[src/hdl/ogi_pkg.sv]
// shared constants, register codes and types of the obstacle inflation block
`default_nettype none
package ogi_pkg;

    localparam int MAX_WIDTH_DEF  = 1024;
    localparam int MAX_RADIUS_DEF = 15;
    localparam int MAX_HEIGHT     = 4096;

    localparam int PIX_W  = 8;
    localparam int THR_W  = 8;
    localparam int RAD_W  = 4;
    localparam int IW_W   = 11;
    localparam int IH_W   = 13;
    localparam int APB_AW = 4;
    localparam int APB_DW = 32;

    localparam int OUT_DEPTH = 3;
    localparam int OUT_CNT_W = 2;

    localparam logic [1:0] REG_THRESHOLD = 2'd0;
    localparam logic [1:0] REG_RADIUS    = 2'd1;
    localparam logic [1:0] REG_WIDTH     = 2'd2;
    localparam logic [1:0] REG_HEIGHT    = 2'd3;

    localparam logic [THR_W-1:0] THRESHOLD_RST = 8'd125;
    localparam logic [RAD_W-1:0] RADIUS_RST    = 4'd13;
    localparam logic [IW_W-1:0]  WIDTH_RST     = 11'd1024;
    localparam logic [IH_W-1:0]  HEIGHT_RST    = 13'd1024;

    typedef struct packed {
        logic [THR_W-1:0] thr;
        logic [RAD_W-1:0] radius;
        logic [IW_W-1:0]  width;
        logic [IH_W-1:0]  height;
    } cfg_t;

    typedef struct packed {
        logic [PIX_W-1:0] value;
        logic             frame_end;
    } res_t;

endpackage
`default_nettype wire

[src/hdl/ogi_out_fifo.sv]
// three-entry result queue between the pipeline and the output port
`default_nettype none
module ogi_out_fifo (
    input  wire logic                            aclk,
    input  wire logic                            aresetn,
    input  wire logic                            push,
    input  wire ogi_pkg::res_t                   push_data,
    input  wire logic                            pop,
    output ogi_pkg::res_t                        head,
    output logic                                 not_empty,
    output logic [ogi_pkg::OUT_CNT_W-1:0]        count
);

    localparam int DEPTH = ogi_pkg::OUT_DEPTH;
    localparam int PW    = $clog2(DEPTH);

    ogi_pkg::res_t                  mem_reg [DEPTH];
    logic [PW-1:0]                  wr_ptr_reg;
    logic [PW-1:0]                  rd_ptr_reg;
    logic [ogi_pkg::OUT_CNT_W-1:0]  count_reg;
    logic [PW-1:0]                  wr_ptr_next;
    logic [PW-1:0]                  rd_ptr_next;

    assign wr_ptr_next = (wr_ptr_reg == PW'(DEPTH - 1)) ? '0 : wr_ptr_reg + PW'(1);
    assign rd_ptr_next = (rd_ptr_reg == PW'(DEPTH - 1)) ? '0 : rd_ptr_reg + PW'(1);

    always_ff @(posedge aclk) begin
        if (!aresetn) begin
            wr_ptr_reg <= '0;
            rd_ptr_reg <= '0;
            count_reg  <= '0;
        end else begin
            if (push) begin
                wr_ptr_reg <= wr_ptr_next;
            end
            if (pop) begin
                rd_ptr_reg <= rd_ptr_next;
            end
            priority if (push && !pop) begin
                count_reg <= count_reg + ogi_pkg::OUT_CNT_W'(1);
            end else if (pop && !push) begin
                count_reg <= count_reg - ogi_pkg::OUT_CNT_W'(1);
            end else begin
                count_reg <= count_reg;
            end
        end
    end

    always_ff @(posedge aclk) begin
        if (push) begin
            mem_reg[wr_ptr_reg] <= push_data;
        end
    end

    assign head      = mem_reg[rd_ptr_reg];
    assign not_empty = (count_reg != '0);
    assign count     = count_reg;

endmodule
`default_nettype wire

[config.mk]
export PLATFORM = sky130hd
export DESIGN_NAME = ogi_out_fifo
export DESIGN_NICKNAME = d
export VERILOG_FILES = /design/src/hdl/ogi_pkg.sv /design/src/hdl/ogi_out_fifo.sv
export SDC_FILE = /design/constraint.sdc
export NUM_CORES = 1
export LEC_CHECK = 0
export BUFFER_PORTS_ARGS = -buffer_cell sky130_fd_sc_hd__buf_2
export CAP_MARGIN = 30
export CORE_MARGIN = 1.5
export CORE_UTILIZATION = 43
export DETAILED_ROUTE_END_ITERATION = 16
export PLACE_DENSITY = 0.67
export REMOVE_ABC_BUFFERS = 1
export SETUP_SLACK_MARGIN = 0.5
export SLEW_MARGIN = 20
export SYNTH_ARGS = -nofsm -noshare
export SYNTH_HDL_FRONTEND = slang
export SYNTH_SLANG_ARGS = --single-unit
[constraint.sdc]
create_clock -name aclk -period 1.5 [get_ports aclk]
set_input_delay 0.375 -clock aclk [delete_from_list [all_inputs] [get_ports aclk]]
set_output_delay 0.375 -clock aclk [all_outputs]
set_load 0.01 [all_outputs]
Word-level counts from Yosys, hierarchy flattened. Memory sizes are Yosys's and may differ from the RTL's. A register that Yosys moved wholly into a read port is not among the register bits. Cells that the tools add are included.

Add/sub/neg operators: 4. Equality and inequality tests: 2. Muxes and demuxes: 8. Reduce and logical (&&, ||, !) cells: 6.

Operator list (count): 2-bit two-way mux (6); 2-bit by 1-bit adder with 2-bit output (second input constant) (3); 2-bit == test (second input constant) (2); 2-bit nonzero test (2); 1-bit logical AND (2); 1-bit zero test (2); 1-bit two-way mux (2); 2-bit by 1-bit subtractor with 2-bit output (second input constant) (1).

Flip-flop bits (word level): 6. RAM bits: 27. Bits of input ports: 13. Logic and storage cells: 24. Memories: 1.

Memories: mem_reg (depth 3, bits a word 9, rd ports 1, clocked after Yosys merged registers in 1, wr ports 1, line ogi_out_fifo.sv:17) `ogi_pkg::res_t mem_reg [DEPTH];`.

Depth between registers and ports, before layout.
Word-level depth: 4. Mapped depth: 5. Mapped depth without buffers: 5.

Worst setup path before layout. No wires, ideal clock.

Kind: input-to-reg. Start point: input pop. End point: register count_reg, in the netlist count[1]. Library setup time: 0.070 ns. Arrival time: 1.195 ns. Data required time: 1.430 ns. Path slack: 0.235 ns. Stages on the path: 4. Buffers on the path: 0. Cell sequence: inv_1 > ha_1 > or3_1 > a21boi_1.

Word-level cells in the longest chain between the ends: 3. Elaborated cells between the ends (all ways): 5. Those cells by class: 1 x mux; 4 x reduce/logical.

Ends and longest elaborated chain: start, declared (line ogi_out_fifo.sv:8) `input wire logic pop,`; 1-bit zero test (line ogi_out_fifo.sv:39) `priority if (push && !pop) begin`; 1-bit logical AND (line ogi_out_fifo.sv:39); 2-bit two-way mux / 2-bit nonzero test (equally long branches); end signal, assigned (line ogi_out_fifo.sv:40) `count_reg <= count_reg + ogi_pkg::OUT_CNT_W'(1);`; end signal, assigned (line ogi_out_fifo.sv:42) `count_reg <= count_reg - ogi_pkg::OUT_CNT_W'(1);`; end signal, assigned (line ogi_out_fifo.sv:44) `count_reg <= count_reg;`; end, declared (line ogi_out_fifo.sv:20) `logic [ogi_pkg::OUT_CNT_W-1:0] count_reg;`.

Several ways; a longest one is shown, not always the timed one. A chain may end at the register's enable or synchronous reset.

==> impl_results.md <==
* Crit path DAT at about 1.2 ns
* Synth top area share at roughly three fifths
* CTS tree: built
* Sink Count at 35
* Synth Cell Area at 0.001313 mm²
* Routability cong. at about 0.66
* Seq pwr share at between 50 and 60%
* Num CTS Buffers at 5
* DR pass1 iterations at 10
* Syn Area/Cell at 14.75 µm²
* Layout fillers at 229
* Total leakage power at 0.0006690 µW
* Fmax at a little over 600 MHz
* Slew Limit Headroom at between 80% and 90%
* Die area at roughly 0.0034 mm²
* Largest net degree at the start of global routing at 11
* Syn Inst Count at 89
* Final Cycle Share at 107.3%
* Register area at around 980 µm²
* Min Tclk post-route at roughly 1.6 ns
* # setup viols final at 9
* Status: complete, but fails checks
* WL final at 2303 µm
* Clock transition at path regs at 0.10 ns
* GRT Overall Usage at 14.88%
* First-pass GRT wire length at between 3000 and 4000 µm
* Grt ovf at 0
* WP data required at roughly 1.1 ns
* NetSw at 442.3 µW
* CP max FO at 6
* DR iter-0 viols at 20
* Antenna Cells at 0
* Worst-margin pin slew at roughly 0.20 ns
* CP Capture Type: output pin
* Sequential fraction of the synthesis area at around three quarters
* Area of the multi-input gates at 354.1 µm²
* H-tree depth at 2
* CP startpoint kind: register
* Std-Cell Rows at 19
* Max-slew violations at 0
* Main area contributors after synthesis: edfxtp_1 62%, dfxtp_1 12%, mux2i_1 6.9%, o21ai_1 3.4%, nand2_1 3.4%
* Initial antenna violation count at 0
* Worst reg-to-reg setup slack at approximately 0.26 ns
* Share of layout cells above drive strength 1 at 42.11%
* Flip-flop count of the largest register after layout at 27
* Worst Slack Setup Final at -0.1096 ns
* Worst Min Path Start: push_data[8]
* RSZ-0062 raised after global routing: yes
* Avg Vias per Cell at 5.024
* Internal Pwr Total at 1531 µW
* Post-synthesis register bit count at 35
* Post-route setup TNS at -0.7235 ns
* Critical R2R Launch: count[0]
* Placed cell areas at between 0.0015 and 0.002 mm²
* DR vias at 824
* Layout area overhead at 32.41%
* Clock latency on the worst-skew pair at between 0.3 and 0.4 ns
* Pre-CTS WS at 0.04323 ns
* Ys Warns at 0
* # port buffers at 24
* WS Path Type: reg2out
* DRT antenna net count at 0
* Clk root buf: clkbuf_4
* Fin cells at roughly 160
* Initial Utilization at a little under half
* Avg WL per Cell at ~14 µm
* Ports at 25
* Die Wd at about 58 µm
* Max Root-Sink Buffers at 2
* Hpwl dp at 1573 µm
* DRC violations left at 2
* Clock Power Share at between 20 and 30%
* Sw Ratio at between 20% and 30%
* Power Dens Cells at ~1100 mW/mm²
* Peak VDD IR at around 0.00065 V
* Die Height at 58.25 µm
* Final hold vios at 0
* Logic pwr share at about 15%
* Inst Count DP at around 150
* Failing checks: design-rule violations, negative setup slack
* Hold Path Class: in2reg
* Post-cts hold buffer count at 0
* Core Box Area at 0.002829 mm²
* Cell variety after synth at 22
* Final #Nets at between 100 and 150
* Max-cap violations at 0
* Worst clock skew at 0.009251 ns
* Vias in the first global route at ~800
* Core Util, Final at approximately three fifths
* Fin area at around 0.0017 mm²
* Post-synth top area cell: edfxtp_1
[layer usage]
| metal | track usage, % | vias up | wire length (µm) |
|---|---|---|---|
| met5 | 0 | - | 0 |
| li1 | - | 411 | - |
| met3 | 5.357 | 5 | 119 |
| met1 | 17.19 | 388 | 992 |
| met4 | 5.980 | 0 | 24 |
| met2 | 25.16 | 20 | 1166 |
[logic make-up (layout without fill, tap and decap cells)]
logic type,count (synthesis),after routing,share of synthesized area [%]
and+or+nand+nor,23,23,8.771
xor gates and xnor gates,2,2,1.335
DFF,35,35,73.98
muxes,9,9,6.864
AOI/OAI and AO/OA,15,15,6.672
adders and majority gates,1,1,0.9531
buffers and inverters,4,48,1.429
[per-stage QoR]
step                      hold slack, ns  power (µW)
final                             0.2464        1973
after global routing              0.2354        2063
after CTS                         0.2361        1973
after detailed placement          0.4965        1372
after global placement            0.4768        1361
after floorplan                   0.4575        1258
[path summary, 6_finish.rpt]
check	endpoint	cells after the start
hold / removal	mem_reg[0][8]	1
hold reg to reg	rd_ptr_reg[1]	2
setup / recovery	head[1]	4
setup reg to reg	count[1]	5
[synthesized netlist by cell type]
cell      count
nand3b_1      1
ha_1          1
xnor2_1       1
nor2b_1       3
nor3_1        1
nor3b_2       1
mux2i_1       9
or2_1         1
and2_1        1
edfxtp_1     27
clkbuf_2      1
buf_2         2
xor2_1        1
o21a_1        3
o21ai_1       9
nand2_1      12
or3_1         1
inv_1         1
a21boi_1      2
nor2_1        2
dfxtp_1       8
o21ai_0       1
[what timing repair did]
action	4_1_cts	5_1_grt
buffers inserted	3	2
pin swaps	1	5
endpoints found under the hold margin	0	0
gates resized for setup	14	15
setup endpoints to repair	37	40
[power by group through the flow]
stage               clock network [µW]  logic, µW  registers (µW)
detailed placement                   0        231            1140
finish                             558        296            1120
floorplan                            0        107            1150
CTS                                577        276            1120
global route                       617        321            1130
global placement                     0        223            1140
[cells in the final DEF, fill, tap and decap left out, types with 2 or more instances in the layout]
| master | netlist | layout |
|---|---|---|
| a21boi_1 | 2 | 2 |
| buf_2 | 2 | 22 |
| buf_4 | 0 | 3 |
| buf_6 | 0 | 14 |
| clkbuf_4 | 0 | 5 |
| clkbuf_8 | 0 | 2 |
| dfxtp_1 | 8 | 3 |
| dfxtp_2 | 0 | 3 |
| dfxtp_4 | 0 | 2 |
| edfxtp_1 | 27 | 27 |
| mux2i_1 | 9 | 9 |
| nand2_1 | 12 | 10 |
| nor2_4 | 0 | 2 |
| nor2b_1 | 3 | 3 |
| o21a_1 | 3 | 3 |
| o21ai_1 | 9 | 9 |
[area by class of cell]
type,instances,share of cell area (%)
sequential,35,56.52
multi-input combinational,50,20.37
timing repair buffer,39,16.70
clock buffer,8,3.960
tap,31,2.232
inverter,1,0.2160
[worst max-delay path, cell delays in order (launching register included)]
cell and delay, ns:
dfxtp_2 0.36, buf_6 0.14, mux2i_1 0.19, o21ai_1 0.08
buf_2 0.14
Note: power is estimated with default switching activity, not from simulation.
