[src/hdl/ogi_pkg.sv]
// shared constants, register codes and types of the obstacle inflation block
`default_nettype none
package ogi_pkg;

    localparam int MAX_WIDTH_DEF  = 1024;
    localparam int MAX_RADIUS_DEF = 15;
    localparam int MAX_HEIGHT     = 4096;

    localparam int PIX_W  = 8;
    localparam int THR_W  = 8;
    localparam int RAD_W  = 4;
    localparam int IW_W   = 11;
    localparam int IH_W   = 13;
    localparam int APB_AW = 4;
    localparam int APB_DW = 32;

    localparam int OUT_DEPTH = 3;
    localparam int OUT_CNT_W = 2;

    localparam logic [1:0] REG_THRESHOLD = 2'd0;
    localparam logic [1:0] REG_RADIUS    = 2'd1;
    localparam logic [1:0] REG_WIDTH     = 2'd2;
    localparam logic [1:0] REG_HEIGHT    = 2'd3;

    localparam logic [THR_W-1:0] THRESHOLD_RST = 8'd125;
    localparam logic [RAD_W-1:0] RADIUS_RST    = 4'd13;
    localparam logic [IW_W-1:0]  WIDTH_RST     = 11'd1024;
    localparam logic [IH_W-1:0]  HEIGHT_RST    = 13'd1024;

    typedef struct packed {
        logic [THR_W-1:0] thr;
        logic [RAD_W-1:0] radius;
        logic [IW_W-1:0]  width;
        logic [IH_W-1:0]  height;
    } cfg_t;

    typedef struct packed {
        logic [PIX_W-1:0] value;
        logic             frame_end;
    } res_t;

endpackage
`default_nettype wire

[src/hdl/ogi_mod_unit.sv]
// bit-serial remainder unit: column and row phase modulo the radius
`default_nettype none
module ogi_mod_unit #(
    parameter int MAX_WIDTH  = ogi_pkg::MAX_WIDTH_DEF,
    parameter int MAX_RADIUS = ogi_pkg::MAX_RADIUS_DEF
) (
    input  wire logic                                        aclk,
    input  wire logic                                        aresetn,
    input  wire logic                                        start,
    input  wire logic [$clog2(MAX_RADIUS+1)-1:0]             divisor,
    input  wire logic [$clog2(MAX_WIDTH+MAX_RADIUS)-1:0]     col,
    input  wire logic [$clog2(ogi_pkg::MAX_HEIGHT+MAX_RADIUS)-1:0] row,
    output logic                                             busy,
    output logic                                             done,
    output logic [((MAX_RADIUS > 1) ? $clog2(MAX_RADIUS) : 1)-1:0] col_rem,
    output logic [((MAX_RADIUS > 1) ? $clog2(MAX_RADIUS) : 1)-1:0] row_rem
);

    localparam int XW    = $clog2(MAX_WIDTH + MAX_RADIUS);
    localparam int YW    = $clog2(ogi_pkg::MAX_HEIGHT + MAX_RADIUS);
    localparam int NB    = (XW > YW) ? XW : YW;
    localparam int CNT_W = $clog2(NB);
    localparam int RADW  = $clog2(MAX_RADIUS + 1);
    localparam int RW    = (MAX_RADIUS > 1) ? $clog2(MAX_RADIUS) : 1;
    localparam int RMW   = $clog2(2 * MAX_RADIUS);

    logic             busy_reg;
    logic             done_reg;
    logic [CNT_W-1:0] cnt_reg;
    logic [NB-1:0]    xsh_reg;
    logic [NB-1:0]    ysh_reg;
    logic [RMW-1:0]   remx_reg;
    logic [RMW-1:0]   remy_reg;
    logic [RADW-1:0]  div_reg;
    logic [RMW-1:0]   remx_next;
    logic [RMW-1:0]   remy_next;
    logic [RMW-1:0]   tx;
    logic [RMW-1:0]   ty;
    logic [RMW-1:0]   dv;

    // restoring step, one bit of each value per cycle
    always_comb begin
        dv        = RMW'(div_reg);
        tx        = RMW'({remx_reg, xsh_reg[NB-1]});
        ty        = RMW'({remy_reg, ysh_reg[NB-1]});
        remx_next = (tx >= dv) ? tx - dv : tx;
        remy_next = (ty >= dv) ? ty - dv : ty;
    end

    always_ff @(posedge aclk) begin
        if (!aresetn) begin
            busy_reg <= 1'b0;
            done_reg <= 1'b0;
        end else begin
            done_reg <= 1'b0;
            if (start) begin
                busy_reg <= 1'b1;
                cnt_reg  <= CNT_W'(NB - 1);
                xsh_reg  <= NB'(col);
                ysh_reg  <= NB'(row);
                remx_reg <= '0;
                remy_reg <= '0;
                div_reg  <= divisor;
            end else if (busy_reg) begin
                remx_reg <= remx_next;
                remy_reg <= remy_next;
                xsh_reg  <= xsh_reg << 1;
                ysh_reg  <= ysh_reg << 1;
                if (cnt_reg == '0) begin
                    busy_reg <= 1'b0;
                    done_reg <= 1'b1;
                end else begin
                    cnt_reg <= cnt_reg - CNT_W'(1);
                end
            end
        end
    end

    assign busy    = busy_reg;
    assign done    = done_reg;
    assign col_rem = RW'(remx_reg);
    assign row_rem = RW'(remy_reg);

endmodule
`default_nettype wire

[config.mk]
export PLATFORM = sky130hd
export DESIGN_NAME = ogi_mod_unit
export DESIGN_NICKNAME = d
export VERILOG_FILES = /design/src/hdl/ogi_pkg.sv /design/src/hdl/ogi_mod_unit.sv
export SDC_FILE = /design/constraint.sdc
export NUM_CORES = 1
export LEC_CHECK = 0
export BUFFER_PORTS_ARGS = -buffer_cell sky130_fd_sc_hd__buf_2
export CAP_MARGIN = 20
export CORE_AREA = 5 5 81 83
export DETAILED_ROUTE_END_ITERATION = 6
export DIE_AREA = 0 0 86 88
export GPL_TIMING_DRIVEN = 1
export HOLD_SLACK_MARGIN = 0.12
export PLACE_DENSITY = 0.62
export SYNTH_ARGS = -nofsm -noshare
export SYNTH_HDL_FRONTEND = slang
export SYNTH_SLANG_ARGS = --single-unit
[constraint.sdc]
create_clock -name aclk -period 3.7 [get_ports aclk]
set_input_delay 0.37 -clock aclk [delete_from_list [all_inputs] [get_ports aclk]]
set_output_delay 0.37 -clock aclk [all_outputs]
set_load 0.02 [all_outputs]
Word level (Yosys, flattened, before mapping)
Index checks and enable logic that the tools add are counted. W data, S select, Z words.

Add/sub/neg operators: 3. Equal/unequal tests: 1. Mux-type cells: 14. Reductions and logical operators: 6. Multiply operators: 0. Shift-type cells: 0. Div/mod/pow operators: 0. $lt $le $gt $ge: 2. Bitwise gates (word level): 2.

Operators by type and width (count): $mux W13 (3); $mux W4 (6); $mux W11 (1); $ge A5 B4 Y1 (2); $sub A4 B4 Y4 (2); $logic_not A4 Y1 (1); $mux W1 (4); $reduce_and A2 Y1 (2); $sub A4 B1 Y4 const B (1); $reduce_and A3 Y1 (1); $reduce_or A3 Y1 (1); $ne A2 B2 Y1 const B (1); $not A1 Y1 (2); $reduce_bool A2 Y1 (1).

Memory bits (read-only): 0. Latch bits: 0. Memory bits (writable): 0. Flip-flop bits (word level): 44. Word-level logic and storage cells: 37. Memories kept: 0.

Depth between registers and ports, before layout
Depth after elaboration: 4. Mapped depth: 7. Depth with buffers taken out: 7.

Worst setup path before layout
Ideal clock, no wire load.

Path kind: input to register. Start: input port start. End: register cnt_reg[0], enable pin. Arrival: 1.690 ns. Library setup time: 0.308 ns. Data required time: 3.392 ns. Stages: 3. Path slack: 1.702 ns. Cell sequence: buf_2 -> o21a_1 -> o21a_1.

Longest elaborated chain between the ends: 2.

RTL lines: start: declaration (line ogi_mod_unit.sv:9) `input wire logic start,`; $ne A2 B2 Y1 (no source line) / $reduce_bool A2 Y1 (equally long branches); $reduce_and A3 Y1 (no source line) (*); end signal: assignment (line ogi_mod_unit.sv:58) `cnt_reg <= CNT_W'(NB - 1);`; end signal: assignment (line ogi_mod_unit.sv:73) `cnt_reg <= cnt_reg - CNT_W'(1);`; end: declaration (line ogi_mod_unit.sv:29) `logic [CNT_W-1:0] cnt_reg;`.

Every way passes the cells marked *; elsewhere a longest branch is shown, timed or not. A chain may end at the register's enable or synchronous reset.

Worst setup path in the final report
Start: register remx_reg[1]. End: register remx_reg[0], data pin.

Longest elaborated chain between the ends: 3.

RTL lines: start: declaration (line ogi_mod_unit.sv:32) `logic [RMW-1:0] remx_reg;`; start signal: assignment (line ogi_mod_unit.sv:65) `remx_reg <= remx_next;`; $ge A5 B4 Y1 (line ogi_mod_unit.sv:46) `remx_next = (tx >= dv) ? tx - dv : tx;`; $mux W4 (line ogi_mod_unit.sv:46); $mux W4 (line ogi_mod_unit.sv:64) `end else if (busy_reg) begin`.

Every way passes these cells. The select of a mux whose other input is x is not followed.

==> flow_summary.ini <==
[yosys]
synth_ff_type = edfxtp_1
synth_edf_count = 42
syn_area_per_cell_um2 = 14.0
synth_fp_nets = 199
syn_inst = 157
yosysSeqAreaShare_pct = 59.2
synth_seq_cells = 44
ys_warn_count = 0
ys_types = 31
synthesis.area_um2 = 2200
synthArstFlopShare_pct = 0

[setup_path]
cp_num_buf_inv = 0
r2r_cells = 5
critPathRequiredTime_ns = 3.74
cp_slowest_cell = edfxtp_1
path_cells = ha_1, a21oi_2, o21ai_2, a21oi_2, mux2_1
critPathMaxFanout = 4
cp-startpoint = remx_reg[1]
cp-end-kind = register
start_kind = register
reg2reg_slack_ns = 1.74
critPathKind = register to register
crit_family = compound AO/OA/AOI/OAI gates
crit_top_cell = a21oi_2
max_stage_delay_ns = 0.43
r2r-start = remx_reg[1]
reg2reg_to = remx_reg[0]
arrival_ns = 2.00

[floorplanning]
die_w_um = 86
start_util_pct = 38.0
dieArea_um2 = 7570
rows = 28
ios = 41
die_y_um = 88
core_um2 = 5780

[sta]
totalNegativeSetupSlack_ns = 0
grt_setup_unrepaired = false
fmax_mhz = 511
whs_ns = 0.258
finalMaxSlewViolations = 0
finalHoldViolations = 0
clock_skew_ns = 0.00756
min_period_ns = 1.96
setup_violations = 0
finalCritPeriodShare_pct = 52.9
slew_headroom_pct = 66.9
tightest_slew_ns = 0.497

[global_routing]
grt-ovfl-total = 0
track_usage_pct = 10.6
antenna_found_initial = 0
grt_pass1_vias = 1348
grt_pass1_wl_um = 6240
grt_max_degree = 48

[cts]
clock_latency_ns = 0.29
cts_htree_levels = 2
post-cts-setup-buffers = 0
cts_tree = built
cts-resized-gates = 0
ctsHoldBuffers = 0
cts_root_buf = clkbuf_8
numCtsBuffers = 5
cts.path.max_buffers = 2
cts_sinks = 44
cts.clk_slew.worst_paths_ns = 0.08

[placed_design]
routabilityCongestion = 0.719
dp_hpwl_um = 2710
port_buffers = 40
place_area_um2 = 2480

[hold_path]
worstHoldPathCells = 1
hp-start = divisor[2]
hold_path.class = input pin to register
hold_path_end = div_reg[2]

[final_layout]
layout-drive-gt1-share_pct = 27.7
layout_common_cells = 42 x edfxtp_1, 40 x buf_2, 26 x mux2_1, 12 x nor2_1
num_antenna_cells = 0
layout_commonest_cell = edfxtp_1
area_growth_pct = 16.7
fin_area_um2 = 2560
nets = 243

[power]
p_clk_share_pct = 26.3
p_leak_nw = 1.00
comb_power_share_pct = 17.0
power.switching_w = 0.000266
sequentialPowerShare_pct = 56.8
internal-power_w = 0.000804
power_density_nw_per_um2 = 417
peakVddDrop_mv = 0.211
p_sw_share_pct = 24.9

[routing]
ant_nets = 0
vias_per_cell = 4.71
drt_iter0_drc = 35
drc = 0
wirelength_um = 3690
firstDrtPassIters = 4
dr_total_vias = 1304
wl_per_cell_um = 13.3

[run_status]
status = finished, final reports clean

[job]
maxCapViolations = 0
## cell type report
cell class | count | area, um^2
Timing Repair Buffer | 42 | 215
Tap cell | 75 | 93.8
Clock buffer | 5 | 68.8
Sequential cell | 44 | 1300
Multi-Input combinational cell | 99 | 838
Clock inverter | 3 | 13.8
Inverter | 9 | 33.8
Fill cell | 573 | 3220
## power by group through the flow
stage                     clock (W)  sequential (W)  combinational [W]
after CTS                  0.000297        0.000609           0.000185
after global routing       0.000319        0.000613           0.000205
after global placement            0        0.000619           0.000183
after floorplan                   0        0.000627           0.000122
final                      0.000281        0.000608           0.000182
after detailed placement          0        0.000620           0.000184
## metal layers
metal | GRT usage [%] | wire length [um]
met5 | 0 | 0
met4 | 3.88 | 46
met3 | 3.39 | 212
met2 | 17.0 | 1740
met1 | 13.4 | 1690
## cells by family after synthesis
family	after synthesis	share of synthesized area, %
buffers and inverters	14	2.62
DFF	44	59.2
AOI/OAI and AO/OA	16	5.87
and+or+nand+nor	40	9.51
adders and majority gates	11	6.95
muxes	28	14.2
xor gates and xnor gates	4	1.59
## worst max path at each step
stage | endpoint | cells after the start
after floorplan | cnt_reg[0] | 3
after global placement | remy_reg[3] | 4
after detailed placement | remx_reg[3] | 4
after CTS | remx_reg[0] | 5
after global routing | remx_reg[0] | 5
final | remx_reg[0] | 5
## synth_stat cells, drive strengths merged, types with 2 or more instances
| cell type | n | share of area, % |
|---|---|---|
| nor2 | 12 | 2.0 |
| a21oi | 3 | 1.0 |
| mux2 | 26 | 13 |
| nand2 | 4 | 0.68 |
| buf | 4 | 0.91 |
| nand2b | 6 | 1.7 |
| dfxtp | 2 | 1.8 |
| nor3 | 3 | 0.68 |
| xnor2 | 4 | 1.6 |
| ha | 9 | 5.1 |
| and2 | 3 | 0.85 |
| edfxtp | 42 | 57 |
| o21ai | 3 | 1.0 |
| mux2i | 2 | 0.91 |
| fa | 2 | 1.8 |
| nor2b | 8 | 2.3 |
| inv | 9 | 1.5 |
| o21a | 4 | 1.4 |
## through the flow
step / utilization (%) / worst slack [ns] / power, W / std cells
2_1_floorplan: - / 1.70 / 0.000749 / 157
3_3_place_gp: 42.9 / 1.54 / 0.000802 / 269
3_5_place_dp: 42.9 / 1.49 / 0.000804 / 269
4_1_cts: 44.4 / 1.72 / 0.00109 / 277
5_1_grt: 44.4 / 1.60 / 0.00114 / 277
6_report: 44.4 / 1.74 / 0.00107 / 277
(Power assumes the default switching activity.)
