$ cat src/hdl/ogi_pkg.sv
// shared constants, register codes and types of the obstacle inflation block
`default_nettype none
package ogi_pkg;

    localparam int MAX_WIDTH_DEF  = 1024;
    localparam int MAX_RADIUS_DEF = 15;
    localparam int MAX_HEIGHT     = 4096;

    localparam int PIX_W  = 8;
    localparam int THR_W  = 8;
    localparam int RAD_W  = 4;
    localparam int IW_W   = 11;
    localparam int IH_W   = 13;
    localparam int APB_AW = 4;
    localparam int APB_DW = 32;

    localparam int OUT_DEPTH = 3;
    localparam int OUT_CNT_W = 2;

    localparam logic [1:0] REG_THRESHOLD = 2'd0;
    localparam logic [1:0] REG_RADIUS    = 2'd1;
    localparam logic [1:0] REG_WIDTH     = 2'd2;
    localparam logic [1:0] REG_HEIGHT    = 2'd3;

    localparam logic [THR_W-1:0] THRESHOLD_RST = 8'd125;
    localparam logic [RAD_W-1:0] RADIUS_RST    = 4'd13;
    localparam logic [IW_W-1:0]  WIDTH_RST     = 11'd1024;
    localparam logic [IH_W-1:0]  HEIGHT_RST    = 13'd1024;

    typedef struct packed {
        logic [THR_W-1:0] thr;
        logic [RAD_W-1:0] radius;
        logic [IW_W-1:0]  width;
        logic [IH_W-1:0]  height;
    } cfg_t;

    typedef struct packed {
        logic [PIX_W-1:0] value;
        logic             frame_end;
    } res_t;

endpackage
`default_nettype wire

$ cat src/hdl/ogi_apb_regs.sv
// apb configuration registers of the obstacle inflation block
`default_nettype none
module ogi_apb_regs (
    input  wire logic                         aclk,
    input  wire logic                         aresetn,
    input  wire logic                         psel,
    input  wire logic                         penable,
    input  wire logic                         pwrite,
    input  wire logic [ogi_pkg::APB_AW-1:0]   paddr,
    input  wire logic [ogi_pkg::APB_DW-1:0]   pwdata,
    output logic      [ogi_pkg::APB_DW-1:0]   prdata,
    output logic                              pready,
    output ogi_pkg::cfg_t                     cfg,
    output logic                              radius_wr
);

    ogi_pkg::cfg_t cfg_reg;
    logic          wr_en;
    logic [1:0]    idx;

    assign pready    = 1'b1;
    assign idx       = paddr[3:2];
    assign wr_en     = psel && penable && pwrite && pready;
    assign radius_wr = wr_en && (idx == ogi_pkg::REG_RADIUS);
    assign cfg       = cfg_reg;

    always_ff @(posedge aclk) begin
        if (!aresetn) begin
            cfg_reg.thr    <= ogi_pkg::THRESHOLD_RST;
            cfg_reg.radius <= ogi_pkg::RADIUS_RST;
            cfg_reg.width  <= ogi_pkg::WIDTH_RST;
            cfg_reg.height <= ogi_pkg::HEIGHT_RST;
        end else if (wr_en) begin
            unique case (idx)
                ogi_pkg::REG_THRESHOLD: cfg_reg.thr    <= pwdata[ogi_pkg::THR_W-1:0];
                ogi_pkg::REG_RADIUS:    cfg_reg.radius <= pwdata[ogi_pkg::RAD_W-1:0];
                ogi_pkg::REG_WIDTH:     cfg_reg.width  <= pwdata[ogi_pkg::IW_W-1:0];
                ogi_pkg::REG_HEIGHT:    cfg_reg.height <= pwdata[ogi_pkg::IH_W-1:0];
                default:                cfg_reg        <= cfg_reg;
            endcase
        end
    end

    always_comb begin
        unique case (idx)
            ogi_pkg::REG_THRESHOLD: prdata = ogi_pkg::APB_DW'(cfg_reg.thr);
            ogi_pkg::REG_RADIUS:    prdata = ogi_pkg::APB_DW'(cfg_reg.radius);
            ogi_pkg::REG_WIDTH:     prdata = ogi_pkg::APB_DW'(cfg_reg.width);
            ogi_pkg::REG_HEIGHT:    prdata = ogi_pkg::APB_DW'(cfg_reg.height);
            default:                prdata = '0;
        endcase
    end

endmodule
`default_nettype wire

$ cat config.mk
export PLATFORM = sky130hd
export DESIGN_NAME = ogi_apb_regs
export DESIGN_NICKNAME = d
export VERILOG_FILES = /design/src/hdl/ogi_pkg.sv /design/src/hdl/ogi_apb_regs.sv
export SDC_FILE = /design/constraint.sdc
export NUM_CORES = 1
export LEC_CHECK = 0
export BUFFER_PORTS_ARGS = -buffer_cell sky130_fd_sc_hd__buf_2
export CORE_MARGIN = 2
export CORE_UTILIZATION = 47
export DETAILED_ROUTE_END_ITERATION = 8
export PLACE_DENSITY = 0.84
export SLEW_MARGIN = 15
export SYNTH_ARGS = -nofsm -noshare
export SYNTH_HDL_FRONTEND = slang
export SYNTH_SLANG_ARGS = --single-unit
$ cat constraint.sdc
create_clock -name aclk -period 2.6 [get_ports aclk]
set_input_delay 0.26 -clock aclk [delete_from_list [all_inputs] [get_ports aclk]]
set_output_delay 0.26 -clock aclk [all_outputs]
set_load 0.03 [all_outputs]
After elaboration in Yosys (flattened, before gate mapping)
Cells that the tools add are included.
{ "classes": {"n_eq_ne": 3, "mux": 1, "reduce_logical": 8} }
{ "ops": {"columns": ["operator", "count"], "rows": [
  ["$pmux W32 S4", 1],
  ["$reduce_and A2 Y1", 4],
  ["$eq A2 B2 Y1 const B", 2],
  ["$logic_and A1 B1 Y1", 3],
  ["$eq A2 B1 Y1 const B", 1],
  ["$logic_not A2 Y1", 1]
]} }
{ "word_totals": {"regBits": 36, "inputBits": 41, "word_cells": 16} }

Depth between registers and ports, before layout
Gate-level depths: netlist of the first run.
{ "depth": {"ltp_word": 3, "depth_mapped": 6} }

Worst setup path after synthesis of the first run
No wires, ideal clock.
{ "synth_path": {"path_type": "input to output", "start": "input port paddr[3] (netlist bit)", "end": "output port prdata[10] (netlist bit)", "arrival_ns": 1.205, "required_time_ns": 2.340, "slack_ns": 1.135, "stages": 3, "cell_sequence": "buf_2 clkbuf_1 nor2b_1"} }
{ "synth_between": {"elab_chain_len": 2, "word_cells_on_any_way": 5} }
{ "synth_lines": {"columns": ["element", "line", "source"], "rows": [
  ["start: declaration", "ogi_apb_regs.sv:9", "input wire logic [ogi_pkg::APB_AW-1:0] paddr,"],
  ["$eq A2 B2 Y1, or another cell as far along", "ogi_apb_regs.sv:45", "unique case (idx)"],
  ["$pmux W32 S4 (*)", "ogi_apb_regs.sv:45", null],
  ["end: declaration", "ogi_apb_regs.sv:11", "output logic [ogi_pkg::APB_DW-1:0] prdata,"]
]} }
Mark *: on every way between the ends. The rest lies on a longest branch, timed or not. The select of a mux whose other input is x is not followed.

Worst setup path after layout of the first run
{ "layout_path": {"start": "input port paddr[2] (netlist bit)", "end": "output port prdata[6] (netlist bit)"} }
The elaborated chain is that of the path after synthesis.

==> results of run 1 <==
[critical path, stage by stage]
cell,delay (ns)
buf_2,0.40
mux2_2,0.39
a22o_1,0.18
buf_2,0.17
[stage by stage]
stage,total power [W],setup slack [ns]
after floorplan,0.000733,1.14
after global routing,0.00120,0.863
final,0.00116,0.932
after detailed placement,0.000748,0.881
after global placement,0.000747,0.899
after CTS,0.00117,0.929
[worst min-delay path by stage]
stage | from | endpoint | slack, ns | cells after the start
CTS | pwdata[12] | cfg[12] | 0.21 | 3
finish | pwdata[12] | cfg[12] | 0.21 | 3
global route | pwdata[12] | cfg[12] | 0.24 | 3
detailed placement | cfg[6] | cfg[6] | 0.46 | 2
global placement | cfg[12] | cfg[12] | 0.45 | 2
floorplan | pwdata[11] | cfg[11] | 0.40 | 2
[routing by layer]
layer	up-vias	share of wire	wire length, um
met4	0	0.0088	36
met5	-	0	0
met2	66	0.47	1930
met3	5	0.076	311
met1	677	0.44	1820
li1	746	-	-
[power breakdown]
part	switching, W	internal (W)
registers	0.00000561	0.000559
logic	0.000123	0.0000481
clock network	0.000187	0.000236
total	0.000316	0.000843
[final cells by class]
| class | instances | area (um2) | share of cell area |
|---|---|---|---|
| repair buffers | 72 | 368 | 0.166 |
| clock buffers | 7 | 96.3 | 0.0436 |
| well taps | 48 | 60.1 | 0.0272 |
| inverters | 4 | 15.0 | 0.00679 |
| flip-flops and latches | 36 | 721 | 0.326 |
| multi-input cells | 140 | 951 | 0.430 |
[cell usage in the layout, fill, tap and decap left out, drive strengths merged]
cell type and instances:
mux2i 33, a22o 4, o211ai 3, clkbuf 7
nor3b 1, nor2b 12, inv 4, a21oi 6
nor2 1, mux2 4, nor3 1, and3 4
nand2b 3, conb 20, nand3 4, nand3b 2
mux4 4, nand2 38, dfxtp 36, buf 72
[cells by family after synthesis]
logic type | Yosys count | share of synthesized area
simple gates | 66 | 0.171
mux | 41 | 0.250
buf+inv | 39 | 0.141
flops | 36 | 0.387
compound gates | 13 | 0.0470
other cells | 2 | 0.00403
==> impl_metrics.prom, run 1 <==
# TYPE chip_impl_metric gauge
chip_impl_info{name="status",value="complete, no violations"} 1
chip_impl_metric{name="post_synthesis_cell_area",unit="um2"} 1860
chip_impl_info{name="synth.top_cells.by_count",value="nand2_1 (38), dfxtp_1 (36), mux2i_1 (33), buf_4 (21), nor2b_1 (12)"} 1
chip_impl_info{name="synth_top_flop_cell",value="dfxtp_1"} 1
chip_impl_metric{name="antenna-diode-count",unit=""} 0
chip_impl_metric{name="post_route_cells_drive_above_1_share",unit=""} 0.344
chip_impl_metric{name="clk_transition_reported_paths",unit="ns"} 0.07
chip_impl_metric{name="utilization",unit=""} 0.591
chip_impl_metric{name="worst_ep_required_time",unit="ns"} 2.34
chip_impl_info{name="critical_path_class",value="in -> out"} 1
chip_impl_metric{name="clock-sinks",unit=""} 36
chip_impl_info{name="globalRoute.busiestLayer",value="met2"} 1
chip_impl_metric{name="drt_pass1_iterations",unit=""} 4
chip_impl_metric{name="post-cts-setup-buffers",unit=""} 0
chip_impl_metric{name="initialDrtViolationCount",unit=""} 59
chip_impl_info{name="timing.rr.end",value="cfg[30]"} 1
chip_impl_metric{name="final_weighted_congestion_in_routability_driven_placement",unit=""} 0.679
chip_impl_metric{name="core_area",unit="um2"} 3740
chip_impl_metric{name="core.rowCount",unit=""} 22
chip_impl_metric{name="power_density",unit="nW/um2"} 524
chip_impl_metric{name="synth_enable_flop_cells",unit=""} 0
chip_impl_metric{name="synth_seq_cells",unit=""} 36
chip_impl_metric{name="reg2reg_depth",unit=""} 3
chip_impl_metric{name="max_cap_violations",unit=""} 0
chip_impl_metric{name="synth-warning-count",unit=""} 0
chip_impl_metric{name="sequential_share_of_the_synthesized_area",unit=""} 0.387
chip_impl_metric{name="timing.final.setup_violations",unit=""} 0
chip_impl_metric{name="post_placement_cell_area",unit="um2"} 2110
chip_impl_metric{name="dr_total_vias",unit=""} 1494
chip_impl_metric{name="area_growth",unit="%"} 18.7
chip_impl_info{name="critical_path.reg2reg.startpoint",value="cfg[30]"} 1
chip_impl_info{name="netlist.top_cell.by_area",value="dfxtp_1"} 1
chip_impl_metric{name="final.period_utilization",unit=""} 0.641
chip_impl_metric{name="routed_via_density",unit=""} 4.87
chip_impl_info{name="startpoint_type",value="input pin"} 1
chip_impl_metric{name="finalHoldViolCount",unit=""} 0
chip_impl_metric{name="grt_util_met1",unit=""} 0.240
chip_impl_metric{name="initial_utilization",unit=""} 0.497
chip_impl_metric{name="final_antenna_net_count",unit=""} 0
chip_impl_info{name="cts_tree",value="yes"} 1
chip_impl_metric{name="max-slew-margin-rel",unit=""} 0.459
chip_impl_metric{name="post-route-drc-count",unit=""} 0
chip_impl_metric{name="dp.cells",unit=""} 300
chip_impl_metric{name="globalRouteOverflowTotal",unit=""} 0
chip_impl_metric{name="route.final.wire_length",unit="um"} 4100
chip_impl_metric{name="max_clock_freq",unit="GHz"} 0.600
chip_impl_metric{name="via_count_of_the_first_global_routing_pass",unit=""} 1312
chip_impl_metric{name="cts_resized",unit=""} 0
chip_impl_metric{name="gr-usage-met2",unit=""} 0.321
chip_impl_metric{name="design.die.area",unit="um2"} 4480
chip_impl_metric{name="largest_register_ffs",unit=""} 36
chip_impl_metric{name="critPathArrivalTime",unit="ns"} 1.41
chip_impl_metric{name="grt_pass1_wl",unit="um"} 6370
chip_impl_metric{name="fin_worst_skew",unit="ns"} 0
chip_impl_metric{name="tightest_slew",unit="ns"} 0.812
chip_impl_metric{name="die_h",unit="um"} 66.9
chip_impl_metric{name="critPathMaxFanout",unit=""} 19
chip_impl_info{name="timing.critical_path.to_type",value="output port"} 1
chip_impl_metric{name="nNetsFinal",unit=""} 300
chip_impl_info{name="crit_start",value="paddr[2]"} 1
chip_impl_metric{name="wire_per_inst",unit="um"} 13.4
chip_impl_metric{name="dp.final_hpwl",unit="um"} 2840
chip_impl_metric{name="setup_total_neg_slack",unit="ns"} 0
chip_impl_metric{name="clock_latency",unit="ns"} 0.29
chip_impl_metric{name="layout.filler_cells",unit=""} 358
chip_impl_metric{name="max-vdd-ir-drop",unit="uV"} 275
chip_impl_metric{name="io_buffer_count",unit=""} 69
chip_impl_metric{name="post-synth-top-area-fraction",unit=""} 0.387
chip_impl_metric{name="hold_buffers",unit=""} 0
chip_impl_info{name="setup.worst_path.end",value="prdata[6]"} 1
chip_impl_metric{name="period_minus_slack",unit="ns"} 1.67
chip_impl_metric{name="hold_ws",unit="ns"} 0.210
chip_impl_info{name="synth.top_cells.by_area",value="dfxtp_1 (39%), mux2i_1 (18%), buf_4 (8.5%), nand2_1 (7.7%), mux4_2 (4.8%)"} 1
chip_impl_info{name="hold_path.class",value="in -> reg"} 1
chip_impl_metric{name="grt_use_met3",unit=""} 0.0591
chip_impl_metric{name="final_area",unit="um2"} 2210
chip_impl_metric{name="max_slew_vio_count",unit=""} 0
chip_impl_metric{name="grt_antenna_before_repair",unit=""} 0
chip_impl_metric{name="cts.path.max_buffers",unit=""} 2
chip_impl_metric{name="instances_no_fill",unit=""} 307
chip_impl_metric{name="async_flop_share",unit=""} 0
chip_impl_metric{name="r2r_slack",unit="ns"} 1.78
chip_impl_metric{name="io_pins",unit=""} 111
chip_impl_metric{name="tritoncts.num_buffers",unit=""} 5
chip_impl_info{name="synth.most_common_cell",value="nand2_1"} 1
chip_impl_metric{name="p_leak",unit="nW"} 1.08
chip_impl_metric{name="die_width",unit="um"} 66.9
chip_impl_metric{name="grt_util_all_layers",unit=""} 0.192
chip_impl_metric{name="htree_levels",unit=""} 2
chip_impl_metric{name="post_synth_num_cell_types",unit=""} 24
chip_impl_metric{name="cells_after_synth",unit=""} 197
chip_impl_info{name="clockRootBuffer",value="clkbuf_8"} 1
chip_impl_metric{name="grt_max_degree",unit=""} 53
chip_impl_info{name="rsz0062_at_grt",value="no"} 1
chip_impl_metric{name="synth.avg_cell_area",unit="um2"} 9.45
(Power assumes the default switching activity.)
==> inputs of run 2 (changes only) <==
--- a/config.mk
+++ b/config.mk
@@ -5,11 +5,12 @@
 export SDC_FILE = /design/constraint.sdc
 export NUM_CORES = 1
 export LEC_CHECK = 0
+export ABC_AREA = 1
 export BUFFER_PORTS_ARGS = -buffer_cell sky130_fd_sc_hd__buf_2
 export CORE_MARGIN = 2
-export CORE_UTILIZATION = 47
+export CORE_UTILIZATION = 39
 export DETAILED_ROUTE_END_ITERATION = 8
-export PLACE_DENSITY = 0.84
+export PLACE_DENSITY = 0.75
 export SLEW_MARGIN = 15
 export SYNTH_ARGS = -nofsm -noshare
 export SYNTH_HDL_FRONTEND = slang
==> constraint.sdc (replaced) <==
create_clock -name aclk -period 1.37 [get_ports aclk]
set_input_delay 0.137 -clock aclk [delete_from_list [all_inputs] [get_ports aclk]]
set_output_delay 0.137 -clock aclk [all_outputs]
set_load 0.03 [all_outputs]
==> impl_metrics.prom, run 2 <==
# TYPE chip_impl_metric gauge
chip_impl_metric{name="dp_slack",unit="ns"} 0.244
chip_impl_metric{name="worst_path_largest_cell_delay",unit="ns"} 0.36
chip_impl_info{name="layout.cells.most_common_list",value="nand2_1 (80), buf_2 (69), nor2_1 (58)"} 1
chip_impl_metric{name="sequential_share_of_the_synthesized_area",unit=""} 0.399
chip_impl_metric{name="timing.critical_path.buf_inv",unit=""} 1
chip_impl_metric{name="finalHoldViolCount",unit=""} 0
chip_impl_metric{name="utilization",unit=""} 0.517
chip_impl_metric{name="timing.final.setup_violations",unit=""} 0
chip_impl_metric{name="cts_resized",unit=""} 0
chip_impl_info{name="status",value="complete, no violations"} 1
chip_impl_metric{name="cts.path.max_buffers",unit=""} 2
chip_impl_metric{name="grt_pass1_wl",unit="um"} 7400
chip_impl_info{name="critical_path.top_delay_family",value="flip-flops"} 1
chip_impl_info{name="rsz0062_at_grt",value="no"} 1
chip_impl_info{name="critical_path.reg2reg.startpoint",value="cfg[10]"} 1
chip_impl_info{name="layout.cells.most_common",value="nand2_1"} 1
chip_impl_metric{name="hold_ws",unit="ns"} 0.0786
chip_impl_info{name="synth.top_cells.by_area",value="dfxtp_1 (40%), nand2_1 (17%), nor2_1 (12%), nand3_1 (11%), buf_4 (8.7%)"} 1
chip_impl_metric{name="fin_worst_skew",unit="ns"} 0
chip_impl_metric{name="antenna-diode-count",unit=""} 0
chip_impl_metric{name="grt_max_degree",unit=""} 37
chip_impl_metric{name="clk_transition_reported_paths",unit="ns"} 0.07
chip_impl_metric{name="final_weighted_congestion_in_routability_driven_placement",unit=""} 0.764
chip_impl_info{name="synth.most_common_cell",value="nand2_1"} 1
chip_impl_metric{name="drt_pass1_iterations",unit=""} 4
chip_impl_metric{name="design.die.area",unit="um2"} 5190
chip_impl_info{name="startpoint_type",value="flop"} 1
chip_impl_metric{name="io_pins",unit=""} 111
chip_impl_metric{name="post_route_cells_drive_above_1_share",unit=""} 0.261
chip_impl_metric{name="htree_levels",unit=""} 2
chip_impl_info{name="crit_start",value="cfg[1]"} 1
chip_impl_metric{name="final_antenna_net_count",unit=""} 0
chip_impl_metric{name="io_buffer_count",unit=""} 69
chip_impl_metric{name="dp.final_hpwl",unit="um"} 3330
chip_impl_metric{name="route.final.wire_length",unit="um"} 4540
chip_impl_metric{name="period_minus_slack",unit="ns"} 1.15
chip_impl_metric{name="synth_seq_cells",unit=""} 36
chip_impl_info{name="timing.critical_path.to_type",value="output port"} 1
chip_impl_metric{name="hold_buffers",unit=""} 0
chip_impl_metric{name="initial_utilization",unit=""} 0.409
chip_impl_metric{name="setup_ws",unit="ns"} 0.216
chip_impl_metric{name="routed_via_density",unit=""} 4.64
chip_impl_metric{name="synth.avg_cell_area",unit="um2"} 6.48
chip_impl_metric{name="synth-warning-count",unit=""} 0
chip_impl_metric{name="globalRouteOverflowTotal",unit=""} 0
chip_impl_info{name="synth.top_cells.by_count",value="nand2_1 (80), nor2_1 (58), nand3_1 (41), dfxtp_1 (36), buf_4 (21)"} 1
chip_impl_metric{name="core_area",unit="um2"} 4410
chip_impl_metric{name="synth_enable_flop_cells",unit=""} 0
chip_impl_metric{name="worst_ep_required_time",unit="ns"} 1.23
chip_impl_metric{name="clock-sinks",unit=""} 36
chip_impl_metric{name="max_slew_vio_count",unit=""} 0
chip_impl_metric{name="post-route-drc-count",unit=""} 0
chip_impl_metric{name="async_flop_share",unit=""} 0
chip_impl_metric{name="core.rowCount",unit=""} 24
chip_impl_metric{name="die_width",unit="um"} 72.1
chip_impl_info{name="crit_chain",value="nand2_1 -> nand4_1 -> buf_2"} 1
chip_impl_metric{name="p_leak",unit="nW"} 1.23
chip_impl_info{name="min-delay-start",value="pwdata[5]"} 1
chip_impl_info{name="synth_top_flop_cell",value="dfxtp_1"} 1
chip_impl_metric{name="post_synthesis_cell_area",unit="um2"} 1810
chip_impl_metric{name="post_synth_num_cell_types",unit=""} 14
chip_impl_metric{name="wire_per_inst",unit="um"} 11.1
chip_impl_metric{name="critPathArrivalTime",unit="ns"} 1.02
chip_impl_metric{name="grt_util_all_layers",unit=""} 0.179
chip_impl_metric{name="clock_latency",unit="ns"} 0.28
chip_impl_metric{name="largest_register_ffs",unit=""} 36
chip_impl_info{name="cts_tree",value="yes"} 1
chip_impl_metric{name="initialDrtViolationCount",unit=""} 76
chip_impl_metric{name="power_density",unit="nW/um2"} 973
chip_impl_metric{name="via_count_of_the_first_global_routing_pass",unit=""} 1644
chip_impl_info{name="netlist.top_cell.by_area",value="dfxtp_1"} 1
chip_impl_metric{name="post-synth-top-area-fraction",unit=""} 0.399
chip_impl_metric{name="dr_total_vias",unit=""} 1894
chip_impl_info{name="critical_path_class",value="reg -> out"} 1
chip_impl_info{name="hold_path.class",value="in -> reg"} 1
chip_impl_metric{name="post-cts-setup-buffers",unit=""} 0
chip_impl_metric{name="tritoncts.num_buffers",unit=""} 5
chip_impl_metric{name="critPathMaxFanout",unit=""} 3
chip_impl_metric{name="layout.filler_cells",unit=""} 462
chip_impl_metric{name="max_cap_violations",unit=""} 0
chip_impl_metric{name="max_clock_freq",unit="GHz"} 0.866
chip_impl_metric{name="nNetsFinal",unit=""} 397
chip_impl_info{name="clockRootBuffer",value="clkbuf_8"} 1
chip_impl_info{name="cp_slowest_cell",value="dfxtp_1"} 1
chip_impl_metric{name="max-vdd-ir-drop",unit="uV"} 559
chip_impl_metric{name="area_growth",unit="%"} 26.2
chip_impl_metric{name="setup_total_neg_slack",unit="ns"} 0
chip_impl_metric{name="cells_after_synth",unit=""} 279
chip_impl_metric{name="die_h",unit="um"} 72.1
chip_impl_metric{name="grt_antenna_before_repair",unit=""} 0
chip_impl_metric{name="final.period_utilization",unit=""} 0.843
-- run 2: worst register-to-register path: stages (launching register included) --
cell,delay (ns)
dfxtp_1,0.32
o21ai_0,0.07
nand3_1,0.09
-- run 2: area by class of cell --
type                            count  area, um2  share of cell area
Multi-Input combinational cell    210        872               0.382
Clock inverter                      1       5.00             0.00219
Timing Repair Buffer               85        478               0.210
Clock buffer                        6       72.6              0.0318
Inverter                           18       67.6              0.0296
Tap cell                           52       65.1              0.0285
Sequential cell                    36        721               0.316
-- run 2: final timing paths --
| kind | slack, ns | end | depth (start not counted) |
|---|---|---|---|
| worst max-delay path | 0.22 | prdata[1] | 3 |
| worst min-delay path | 0.08 | cfg[33] | 3 |
| worst max register to register | 0.79 | cfg[10] | 2 |
| worst min register to register | 0.48 | cfg[32] | 2 |
-- run 2: kinds of logic (layout without fill, tap and decap cells) --
family | count (synthesis) | count (layout) | share of synthesized area
and+or+nand+nor | 185 | 185 | 0.421
buffers and inverters | 51 | 110 | 0.156
AOI/OAI and AO/OA | 5 | 5 | 0.0201
DFF | 36 | 36 | 0.399
other | 2 | 20 | 0.00416
-- run 2: per-layer routing --
layer / track usage / routed length [um] / vias up
met2: 0.300 / 2140 / 67
met3: 0.0361 / 285 / 6
met4: 0.0461 / 46 / 0
li1: - / - / 975
met5: 0 / 0 / -
met1: 0.235 / 2070 / 846
-- run 2: through the flow --
| stage | area (um2) | cells | power [W] |
|---|---|---|---|
| 6_report | 2280 | 408 | 0.00222 |
| 5_1_grt | 2280 | 408 | 0.00232 |
| 3_3_place_gp | 2200 | 401 | 0.00153 |
| 2_1_floorplan | 1870 | 297 | 0.00145 |
| 3_5_place_dp | 2200 | 401 | 0.00154 |
| 4_1_cts | 2280 | 408 | 0.00223 |
-- run 2: where the power goes --
part / internal (W) / switching [W]
registers: 0.00107 / 0.0000164
clock network: 0.000346 / 0.000364
logic: 0.000118 / 0.000307
total: 0.00153 / 0.000687
